===== config.mk =====
export PLATFORM = sky130hd
export DESIGN_NAME = swlc_way_sel
export DESIGN_NICKNAME = d
export VERILOG_FILES = /design/src/rtl/core/swlc_pkg.sv /design/src/rtl/core/swlc_way_sel.sv
export SDC_FILE = /design/constraint.sdc
export NUM_CORES = 1
export LEC_CHECK = 0
export ABC_CLOCK_PERIOD_IN_PS = 19100
export BUFFER_PORTS_ARGS = -buffer_cell sky130_fd_sc_hd__buf_2
export CAP_MARGIN = 20
export CORE_MARGIN = 2
export CORE_UTILIZATION = 51
export DETAILED_ROUTE_END_ITERATION = 7
export MAX_ROUTING_LAYER = met4
export PLACE_DENSITY_LB_ADDON = 0.25
export SKIP_LAST_GASP = 1
export SLEW_MARGIN = 20
export SYNTH_ARGS = -nofsm -noshare
export SYNTH_HDL_FRONTEND = slang
export SYNTH_SLANG_ARGS = --single-unit

===== constraint.sdc =====
create_clock -name vclk -period 19.1
set_input_delay 3.82 -clock vclk [all_inputs]
set_output_delay 3.82 -clock vclk [all_outputs]
set_load 0.005 [all_outputs]

===== src/rtl/core/swlc_pkg.sv =====
package swlc_pkg;

    localparam int MAX_WAYS        = 8;
    localparam int MAX_SETS        = 32;
    localparam int MAX_BLOCK_WORDS = 16;

    localparam int WAY_W  = $clog2(MAX_WAYS);
    localparam int SET_W  = $clog2(MAX_SETS);
    localparam int OFF_W  = $clog2(MAX_BLOCK_WORDS);
    localparam int ADDR_W = 16;
    localparam int TAG_W  = 16;
    localparam int DATA_W = 32;
    localparam int RANK_W = 3;
    localparam int DADDR_W = SET_W + WAY_W + OFF_W;

    localparam logic [1:0] OP_READ  = 2'd0;
    localparam logic [1:0] OP_WRITE = 2'd1;
    localparam logic [1:0] OP_FILL  = 2'd2;

    localparam logic [2:0] ACT_READ  = 3'd0;
    localparam logic [2:0] ACT_WRITE = 3'd1;
    localparam logic [2:0] ACT_REQ   = 3'd2;
    localparam logic [2:0] ACT_WB    = 3'd3;
    localparam logic [2:0] ACT_EVICT = 3'd4;

    localparam logic [1:0] CFG_BLOCK = 2'd0;
    localparam logic [1:0] CFG_SETS  = 2'd1;
    localparam logic [1:0] CFG_WAYS  = 2'd2;

    typedef struct packed {
        logic              dirty;
        logic [TAG_W-1:0]  tag;
        logic [RANK_W-1:0] rank;
    } line_meta_t;

    typedef line_meta_t [MAX_WAYS-1:0] set_meta_t;
    typedef logic [MAX_WAYS-1:0][RANK_W-1:0] rank_vec_t;

    typedef struct packed {
        logic             hit;
        logic [WAY_W-1:0] hit_way;
        logic [WAY_W-1:0] victim;
    } way_sel_t;

    function automatic logic [SET_W-1:0] set_of(input logic [ADDR_W-1:0] a,
                                                 input logic [2:0] bl,
                                                 input logic [2:0] sl);
        logic [ADDR_W-1:0] m;
        m = (ADDR_W'(1) << sl) - ADDR_W'(1);
        return SET_W'((a >> bl) & m);
    endfunction

    function automatic logic [TAG_W-1:0] tag_of(input logic [ADDR_W-1:0] a,
                                                input logic [2:0] bl,
                                                input logic [2:0] sl);
        return TAG_W'((a >> bl) >> sl);
    endfunction

    function automatic logic [OFF_W-1:0] off_of(input logic [ADDR_W-1:0] a,
                                                input logic [2:0] bl);
        logic [ADDR_W-1:0] m;
        m = (ADDR_W'(1) << bl) - ADDR_W'(1);
        return OFF_W'(a & m);
    endfunction

endpackage


===== src/rtl/core/swlc_way_sel.sv =====
module swlc_way_sel (
    input  swlc_pkg::set_meta_t             meta,
    input  logic [swlc_pkg::MAX_WAYS-1:0]   valid,
    input  logic [3:0]                      ways,
    input  logic [swlc_pkg::TAG_W-1:0]      tag,
    input  logic                            use_hit,
    input  logic [swlc_pkg::WAY_W-1:0]      touch_way,
    output swlc_pkg::way_sel_t              sel,
    output swlc_pkg::rank_vec_t             ranks
);

    logic                           found;
    logic [swlc_pkg::RANK_W-1:0]    best;
    logic [swlc_pkg::WAY_W-1:0]     tw;
    logic [3:0]                     old;

    always_comb
    begin
        sel   = '0;
        found = 1'b0;
        best  = '0;
        for (int i = 0; i < swlc_pkg::MAX_WAYS; i++)
        begin
            if (i < int'(ways) && valid[i] && meta[i].tag == tag && !sel.hit)
            begin
                sel.hit     = 1'b1;
                sel.hit_way = swlc_pkg::WAY_W'(i);
            end
        end
        for (int i = 0; i < swlc_pkg::MAX_WAYS; i++)
        begin
            if (i < int'(ways) && !valid[i] && !found)
            begin
                found      = 1'b1;
                sel.victim = swlc_pkg::WAY_W'(i);
            end
        end
        if (!found)
        begin
            for (int i = 0; i < swlc_pkg::MAX_WAYS; i++)
            begin
                if (i < int'(ways) && (i == 0 || meta[i].rank > best))
                begin
                    best       = meta[i].rank;
                    sel.victim = swlc_pkg::WAY_W'(i);
                end
            end
        end

        // hit keeps its old rank as the bound; a new line bounds at ways
        tw  = use_hit ? sel.hit_way : touch_way;
        old = use_hit ? {1'b0, meta[tw].rank} : ways;
        for (int i = 0; i < swlc_pkg::MAX_WAYS; i++)
        begin
            if (i == int'(tw))
            begin
                ranks[i] = '0;
            end
            else if (i < int'(ways) && valid[i] && {1'b0, meta[i].rank} < old)
            begin
                ranks[i] = meta[i].rank + swlc_pkg::RANK_W'(1);
            end
            else
            begin
                ranks[i] = meta[i].rank;
            end
        end
    end

endmodule


# Word level (Yosys, flattened, before mapping)
# Cells that the tools add are included.
# word_totals
reg_bits,0
input_bits,192
output_inout_bits,31
wordCells,189
# classes
addsub,8
order_cmp,24
n_eq_ne,15
mux,66
n_reduce_logical,76
# ops
op,count
$mux W3,46
$eq A16 B16 Y1,8
$bmux W20 S3,1
$logic_and A1 B1 Y1,53
$mux W4,9
$lt A3 B4 Y1,8
$add A3 B1 Y3 const B,8
$logic_not A1 Y1,22
$gt A3 B3 Y1,7
$lt A3 B4 Y1 const A,4
$eq A3 B3 Y1 const A,4
$mux W1,9
$lt A1 B4 Y1 const A,2
$lt A2 B4 Y1 const A,2
$eq A2 B3 Y1 const A,2
$lt A3 B4 Y1 const B,1
$eq A1 B3 Y1 const A,1
$logic_not A3 Y1,1
$mux W2,1

# Logic depth before layout (Yosys ltp)
# Gate-level depths: netlist of run 1.
# depth
ltp_word,53
ltp_mapped,48
ltp_nobuf,46

# Worst setup path before layout of run 1
# No wires, ideal clock.
# synth_timing
path_type,input port to output port
from,in ways[2]
to,out sel[1] (netlist name)
arrival_ns,13.265
t_required_ns,15.280
setup_slack_ns,2.015
cell_stages,46
path_buffers,2
path_cell_list,clkbuf_1 buf_2 or3_1 nor2_1 nor2_1 ha_1 a31oi_1 o21ai_0 o21ai_0 ha_1 or2_2 maj3_1 o21ai_0 and3_1 nor2_1 ha_1 nor2_1 o21a_1 [10 not listed] a31oi_1 o21ai_1 mux2i_1 ha_1 nor2b_1 o21ai_0 inv_1 o21a_1 or4b_2 and3_1 ha_1 nor2b_1 o21a_1 o21ai_0 nand2_1 a21oi_1 a21oi_1 a31o_2
# synth_lines
element,line_no,source
"start, declared",swlc_way_sel.sv:4,"input logic [3:0] ways,"
"end, declared",swlc_way_sel.sv:8,"output swlc_pkg::way_sel_t sel,"

==> results of run 1 <==
[cell type report]
class | count | area share, %
timing repair buffer | 215 | 17.92
tap | 133 | 2.772
inverter | 20 | 1.251
multi-input combinational | 634 | 78.05
[power groups by stage]
stage | logic [W] | clock network, W | registers [W]
2_1_floorplan | 0.000122 | 0 | 0
3_3_place_gp | 0.000176 | 0 | 0
3_5_place_dp | 0.000181 | 0 | 0
4_1_cts | 0.000182 | 0 | 0
5_1_grt | 0.000202 | 0 | 0
6_report | 0.000185 | 0 | 0
[path summary, 6_finish.rpt]
kind	start	endpoint	slack, ns	cells after the start
hold / removal	meta[140]	ranks[21]	7.97	3
setup / recovery	ways[3]	sel[1]	0.85	46
[per-layer routing]
metal / global-route usage [%] / wire, microns
met5: - / 0
met4: 13.95 / 884
met3: 2.508 / 1506
met2: 62.54 / 9294
met1: 41.29 / 7403
[placed cells by master, fill, tap and decap left out, types with 8 or more instances in the layout]
cell type,n
o21ai_0,43
inv_1,20
nand4_1,28
a31oi_1,8
mux2i_1,15
xnor2_1,66
nor3_1,10
o211ai_1,15
nand3_1,27
ha_1,37
nor2b_1,11
a21oi_1,36
nand2_1,65
o21a_1,9
nand2b_1,10
xor2_1,59
buf_2,215
nor2_1,26
nor4_1,22
[critical path, delay by kind of cell]
kind	cells	cell delay, ns
buf+inv	3	0.43
mux	2	0.58
compound gates	18	4.25
simple gates	15	3.03
fa+ha+maj	8	2.29
[per-stage QoR]
step	util [%]	hold slack (ns)
final	62.57	7.965
after global routing	62.57	7.986
after CTS	62.48	7.960
after detailed placement	62.48	7.960
after global placement	62.48	7.958
after floorplan	-	7.696
[repair_timing]
item | in CTS | in global routing
gates resized for setup | 0 | 2
hold buffers | 0 | 0
endpoints found under the setup margin | 0 | 3
endpoints found under the hold margin | 0 | 0
[kinds of logic (layout without fill, tap and decap cells)]
logic type / after synthesis / in the layout
buffers and inverters: 50 / 235
XOR/XNOR: 129 / 129
AO/OA/AOI/OAI: 186 / 186
adder cells (fa/ha/maj): 38 / 38
multiplexers: 23 / 23
AND/OR/NAND/NOR: 258 / 258
==> results.json, run 1 <==
{
  "outcome": "finished clean",
  "finalCritPeriodShare_pct": 95.53,
  "globalRouteOverflowTotal": 0,
  "die-width_microns": 102.7,
  "power_per_cell_area_nw_per_um2": 30.76,
  "synthCells": 684,
  "die_h_microns": 102.7,
  "syn-num-nets": 913,
  "io_buffers": 215,
  "drv_slew": 0,
  "yosysMostFrequentCell": "xnor2_1",
  "clock_buffers": 0,
  "crit_top_cell": "ha_1",
  "tns_ns": 0,
  "hold_class": "in -> out",
  "yosys_warnings": 0,
  "hold_violations": 0,
  "synth_top_family_by_area": "simple AND/OR/NAND/NOR gates",
  "synth_cell_types": 86,
  "synth-compound-area-share_pct": 27.14,
  "post-route-min-period_ns": 18.25,
  "ir_worst_vdd_uv": 26.02,
  "power.total_w": 0.0001847,
  "final.setup.worst_slack_ns": 0.8539,
  "drc_errors": 0,
  "endpoint_kind": "primary output",
  "nNetsFinal": 1100,
  "row_count": 36,
  "rsz0062_at_grt": "false",
  "totalWireLength_microns": 19090,
  "crit_arrival_ns": 14.43,
  "final_cell_area_sq_um": 6003,
  "crit_type": "in -> out",
  "wl_per_cell_microns": 19.05,
  "synth_commonest_cells": "66 x xnor2_1, 65 x nand2_1, 59 x xor2_1, 43 x o21ai_0, 37 x ha_1",
  "multiInputGateArea_sq_um": 4686,
  "ios": 223,
  "postPlaceCellArea_sq_um": 5995,
  "seq_area_sq_um": 0,
  "fmax_mhz": 54.81,
  "power.net_switching_w": 0.0001052,
  "track_usage_pct": 35.27,
  "internal_power_w": 0.00007947,
  "core_region_area_sq_um": 9594,
  "yosysSeqAreaShare_pct": 0,
  "dp.cells": 1002,
  "critPathMaxStageDelay_ns": 0.61,
  "num_vias": 6179,
  "vias_per_cell": 6.167,
  "drive_above_1_share_pct": 30.84,
  "setup_viol": 0,
  "syn_to_final_growth_pct": 20.89,
  "grt_pass1_vias": 5733,
  "max_slew_margin_pct": 36.20,
  "synth_area_sq_um": 4966,
  "leakagePower_nw": 2.684,
  "hpwl_microns": 16090,
  "drt-initial-drc-count": 342,
  "synth.area.top_cells": "xnor2_1 12%, xor2_1 10%, ha_1 9.3%, nand2_1 4.9%, o21ai_0 4.3%",
  "tightest_slew_ns": 0.9303,
  "drtAntennaViolNets": 0,
  "synth_area_per_cell_sq_um": 7.260,
  "synthAdderAreaFrac_pct": 9.524,
  "combPwrFrac_pct": 100.0,
  "grt_max_degree": 28,
  "synthSimpleGateAreaFrac_pct": 29.33,
  "gp_congestion": 1.065,
  "sw_frac_of_total_pct": 56.96,
  "diodes": 0,
  "yosys.area.top_type": "xnor2_1",
  "instances_no_fill": 1002,
  "crit_path_top_delay_cell": "or4b_2",
  "path_max_fanout": 21,
  "maxCapViolCount": 0,
  "critical_path_required_ns": 15.28,
  "grt_pass1_wl_microns": 28570,
  "pwr-share-clk_pct": 0,
  "cts_setup_buffers": 0,
  "startpoint_type": "input pin",
  "synthMuxAreaShare_pct": 4.837,
  "nFillCells": 917,
  "die_area_sq_um": 10540,
  "place_ws_ns": 0.7636,
  "first_pass_iters": 5,
  "synth_xor_xnor_area_share_pct": 23.36,
  "antenna_found_initial": 0,
  "seq_cell_count": 0,
  "seqPwrFrac_pct": 0,
  "initial_core_util_pct": 51.76,
  "synthDominantCellAreaShare_pct": 11.64
}
No activity file was read; power rests on OpenSTA's default activity.
==> inputs of run 2 (changes only) <==
- GPL_TIMING_DRIVEN: unset -> 0
- MAX_ROUTING_LAYER: met4 -> unset
==> results.json, run 2 (synthesis gave the netlist of run 1 again) <==
{
  "outcome": "finished clean",
  "postPlaceCellArea_sq_um": 6113,
  "die-width_microns": 102.7,
  "leakagePower_nw": 2.733,
  "seq_cell_count": 0,
  "tightest_slew_ns": 1.160,
  "drv_slew": 0,
  "core_region_area_sq_um": 9594,
  "power_per_cell_area_nw_per_um2": 30.81,
  "antenna_found_initial": 0,
  "instances_no_fill": 1013,
  "gp_congestion": 1.067,
  "clock_buffers": 0,
  "gr-max-usage-layer": "met2",
  "initial_core_util_pct": 51.76,
  "grt_max_degree": 11,
  "ios": 223,
  "grt_pass1_vias": 5970,
  "dp.cells": 1013,
  "tns_ns": 0,
  "crit_arrival_ns": 14.68,
  "power.total_w": 0.0001886,
  "nFillCells": 899,
  "row_count": 36,
  "drtAntennaViolNets": 0,
  "post-route-min-period_ns": 18.50,
  "totalWireLength_microns": 19380,
  "crit_type": "in -> out",
  "use_met3_pct": 2.441,
  "io_buffers": 196,
  "vias_per_cell": 6.224,
  "startpoint_type": "input pin",
  "critPathMaxStageDelay_ns": 0.62,
  "use_met2_pct": 64.91,
  "setup_viol": 0,
  "rsz0062_at_grt": "false",
  "nNetsFinal": 1111,
  "final_cell_mix": "203 x buf_2, 66 x xnor2_1, 65 x nand2_1, 59 x xor2_1, 43 x o21ai_0",
  "critical_path.startpoint": "ways[2]",
  "hold_violations": 0,
  "drive_above_1_share_pct": 30.91,
  "hold_class": "in -> out",
  "wl_per_cell_microns": 19.14,
  "globalRouteOverflowTotal": 0,
  "seq_area_sq_um": 0,
  "crit_top_cell": "ha_1",
  "crit_path_top_delay_cell": "or4b_2",
  "syn_to_final_growth_pct": 23.28,
  "ctsHoldBuffers": 0,
  "endpoint_kind": "primary output",
  "hold_ws_ns": 7.981,
  "finalCritPeriodShare_pct": 96.85,
  "die_area_sq_um": 10540,
  "die_h_microns": 102.7,
  "track_usage_pct": 34.21,
  "grt_pass1_wl_microns": 28700,
  "hpwl_microns": 16220,
  "critical_path_required_ns": 15.28,
  "drt-initial-drc-count": 394,
  "num_vias": 6305,
  "maxCapViolCount": 0,
  "hold_depth": 3,
  "first_pass_iters": 5,
  "ir_worst_vdd_uv": 24.77,
  "diodes": 0,
  "crit_path_end": "sel[1]",
  "grt_util_met1_pct": 40.17,
  "layout_commonest_cell": "buf_2",
  "path_max_fanout": 10,
  "multiInputGateArea_sq_um": 4686,
  "fmax_mhz": 54.06,
  "drc_errors": 0,
  "final_cell_area_sq_um": 6122,
  "max_slew_margin_pct": 20.44
}
[run 2: cell type report]
| type | count | area share (%) |
|---|---|---|
| Timing Repair Buffer | 196 | 16.02 |
| Tap cell | 133 | 2.718 |
| Inverter | 20 | 1.226 |
| Buffer | 30 | 3.495 |
| Multi-Input combinational cell | 634 | 76.54 |
[run 2: metrics by stage]
stage / setup slack, ns / util, %
6_report: 0.6010 / 63.81
5_1_grt: 0.05570 / 63.81
4_1_cts: 0.6599 / 63.72
3_5_place_dp: 0.7012 / 63.72
3_3_place_gp: 0.8545 / 63.72
2_1_floorplan: 2.015 / -
[run 2: metal layers]
layer  vias to the layer above  part of all wire [%]
li1                       2967                     -
met1                      2923                    38
met2                       366                    51
met3                        49                   7.9
met4                         0                   3.3
met5                         -                     0
[run 2: what timing repair did]
action                                  CTS  global route
buffers inserted                          0             0
resized for setup                         0             2
endpoints found under the setup margin    0             2
[run 2: worst max-delay path, delay by kind of cell]
family                   cells  cell delay (ns)
multiplexers                 2             0.58
AO/OA/AOI/OAI               18             4.35
adder cells (fa/ha/maj)      8             2.31
AND/OR/NAND/NOR             15             2.98
buffers and inverters        4             0.62
[run 2: power breakdown]
part,switching [W],internal (W)
sequential,0,0
clock,0,0
combinational,0.000107,0.0000820
[run 2: worst min path at each step]
stage	from	endpoint	slack, ns
after floorplan	meta[140]	ranks[21]	7.70
after global placement	meta[140]	ranks[21]	7.96
after detailed placement	meta[140]	ranks[21]	7.97
after CTS	meta[140]	ranks[21]	7.97
after global routing	meta[140]	ranks[21]	8.02
final	meta[140]	ranks[21]	7.98
==> inputs of run 3 (changes only) <==
- ABC_AREA: unset -> 1
==> results.json, run 3 <==
{
  "final.setup.worst_slack_ns": 3.220,
  "critical_path_required_ns": 15.28,
  "startpoint_type": "input pin",
  "crit_family": "compound AO/OA/AOI/OAI gates",
  "power.total_w": 0.0001879,
  "crit_path_end": "sel[2]",
  "postPlaceCellArea_sq_um": 6315,
  "path_max_fanout": 8,
  "totalWireLength_microns": 18130,
  "hold_violations": 0,
  "synth_area_sq_um": 5147,
  "maxCapViolCount": 0,
  "grt_pass1_vias": 5740,
  "outcome": "finished clean",
  "grt_pass1_wl_microns": 28310,
  "drive_above_1_share_pct": 24.00,
  "power_per_cell_area_nw_per_um2": 29.75,
  "yosysSeqAreaShare_pct": 0,
  "ctsHoldBuffers": 0,
  "synthDominantCellAreaShare_pct": 25.81,
  "core_region_area_sq_um": 9774,
  "cts_resized": 0,
  "post-route-min-period_ns": 15.88,
  "tns_ns": 0,
  "crit_type": "in -> out",
  "synth_area_per_cell_sq_um": 5.147,
  "globalRouteOverflowTotal": 0,
  "yosysMostFrequentCell": "nand2_1",
  "initial_core_util_pct": 52.66,
  "critPathMaxStageDelay_ns": 0.36,
  "io_buffers": 200,
  "syn-num-nets": 1229,
  "final_cell_mix": "354 x nand2_1, 207 x buf_2, 168 x inv_1, 119 x nor2_1, 46 x xnor2_1",
  "syn_to_final_growth_pct": 22.68,
  "first_pass_iters": 5,
  "nNetsFinal": 1431,
  "crit_arrival_ns": 12.06,
  "wl_per_cell_microns": 13.60,
  "leakagePower_nw": 3.922,
  "track_usage_pct": 31.57,
  "drc_errors": 0,
  "synth.area.top_cells": "nand2_1 26%, inv_1 12%, ha_1 9.0%, nor2_1 8.7%, xnor2_1 7.8%",
  "tightest_slew_ns": 0.9484,
  "layout_commonest_cell": "nand2_1",
  "grt_max_degree": 11,
  "place_ws_ns": 3.422,
  "final_cell_area_sq_um": 6315,
  "drt-initial-drc-count": 564,
  "seq_cell_count": 0,
  "drtAntennaViolNets": 0,
  "synth_commonest_cells": "354 x nand2_1, 168 x inv_1, 119 x nor2_1, 46 x xnor2_1, 38 x nand3_1",
  "drv_slew": 0,
  "endpoint_kind": "primary output",
  "die_h_microns": 104.5,
  "utilization_pct": 64.61,
  "crit_cells": 49,
  "min_from": "meta[20]",
  "synthCells": 1000,
  "vias_per_cell": 5.095,
  "clock_buffers": 0,
  "worstPathBufferInverterCount": 5,
  "gp_congestion": 0.9812,
  "die-width_microns": 104.5,
  "ir_worst_vdd_uv": 17.25,
  "crit_path_top_delay_cell": "o21ai_0",
  "yosys_warnings": 0,
  "row_count": 36,
  "antenna_found_initial": 0,
  "rsz0062_at_grt": "false",
  "seq_area_sq_um": 0,
  "hpwl_microns": 15480,
  "finalCritPeriodShare_pct": 83.14,
  "nFillCells": 1046,
  "setup_viol": 0,
  "hold_class": "in -> out",
  "diodes": 0,
  "fmax_mhz": 62.97,
  "synth_cell_types": 42,
  "cts_setup_buffers": 0,
  "ios": 223,
  "num_vias": 6792,
  "critical_path.startpoint": "ways[3]",
  "yosys.area.top_type": "nand2_1",
  "die_area_sq_um": 10910,
  "max_slew_margin_pct": 36.35
}
[run 3: cell types whose count changed in the layout (fill, tap and decap cells not counted), sizes merged, moves of 10 or more]
cell	previous run	this run
o211ai	15	4
mux2i	15	0
nand2b	10	0
nand2	65	372
xor2	59	33
nor3	16	6
nor4	24	6
nor2b	11	0
a21oi	36	14
nand3	27	56
xnor2	70	46
inv	20	177
nor2	26	133
[run 3: layout make-up]
type / instances / area (sq um) / area share [%]
multi-input cells: 805 / 4359 / 69.03
inverters: 177 / 664.4 / 10.52
well taps: 133 / 166.4 / 2.635
repair buffers: 200 / 1001 / 15.85
plain buffers: 18 / 123.9 / 1.962
[run 3: worst min-delay path by stage]
| stage | endpoint | slack [ns] | depth (start not counted) |
|---|---|---|---|
| 6_report | ranks[3] | 8.04 | 5 |
| 5_1_grt | ranks[3] | 8.07 | 5 |
| 4_1_cts | ranks[12] | 8.04 | 5 |
| 3_5_place_dp | ranks[3] | 8.04 | 5 |
| 3_3_place_gp | ranks[12] | 8.03 | 5 |
| 2_1_floorplan | ranks[1] | 7.79 | 4 |
[run 3: layer usage]
| layer | vias up | routed length [microns] | GRT usage [%] |
|---|---|---|---|
| li1 | 3503 | - | - |
| met4 | 0 | 277 | 3.861 |
| met2 | 304 | 7897 | 51.87 |
| met1 | 2961 | 8344 | 46.11 |
| met5 | - | 0 | 0 |
| met3 | 24 | 1613 | 2.130 |
[run 3: logic make-up after synthesis]
logic type	share of synthesized area [%]
buf+inv	15.31
compound gates	10.26
xor+xnor	13.44
fa+ha+maj	8.994
simple gates	51.99
[run 3: per-stage QoR]
stage / std cells / hold WS (ns)
final: 1333 / 8.037
after global routing: 1333 / 8.071
after CTS: 1333 / 8.040
after detailed placement: 1333 / 8.040
after global placement: 1333 / 8.028
after floorplan: 1000 / 7.793
[run 3: power by group]
group	leakage, nW	internal (W)	switching [W]	total, W
logic	3.92	0.0000755	0.000112	0.000188
registers	0	0	0	0
clock network	0	0	0	0
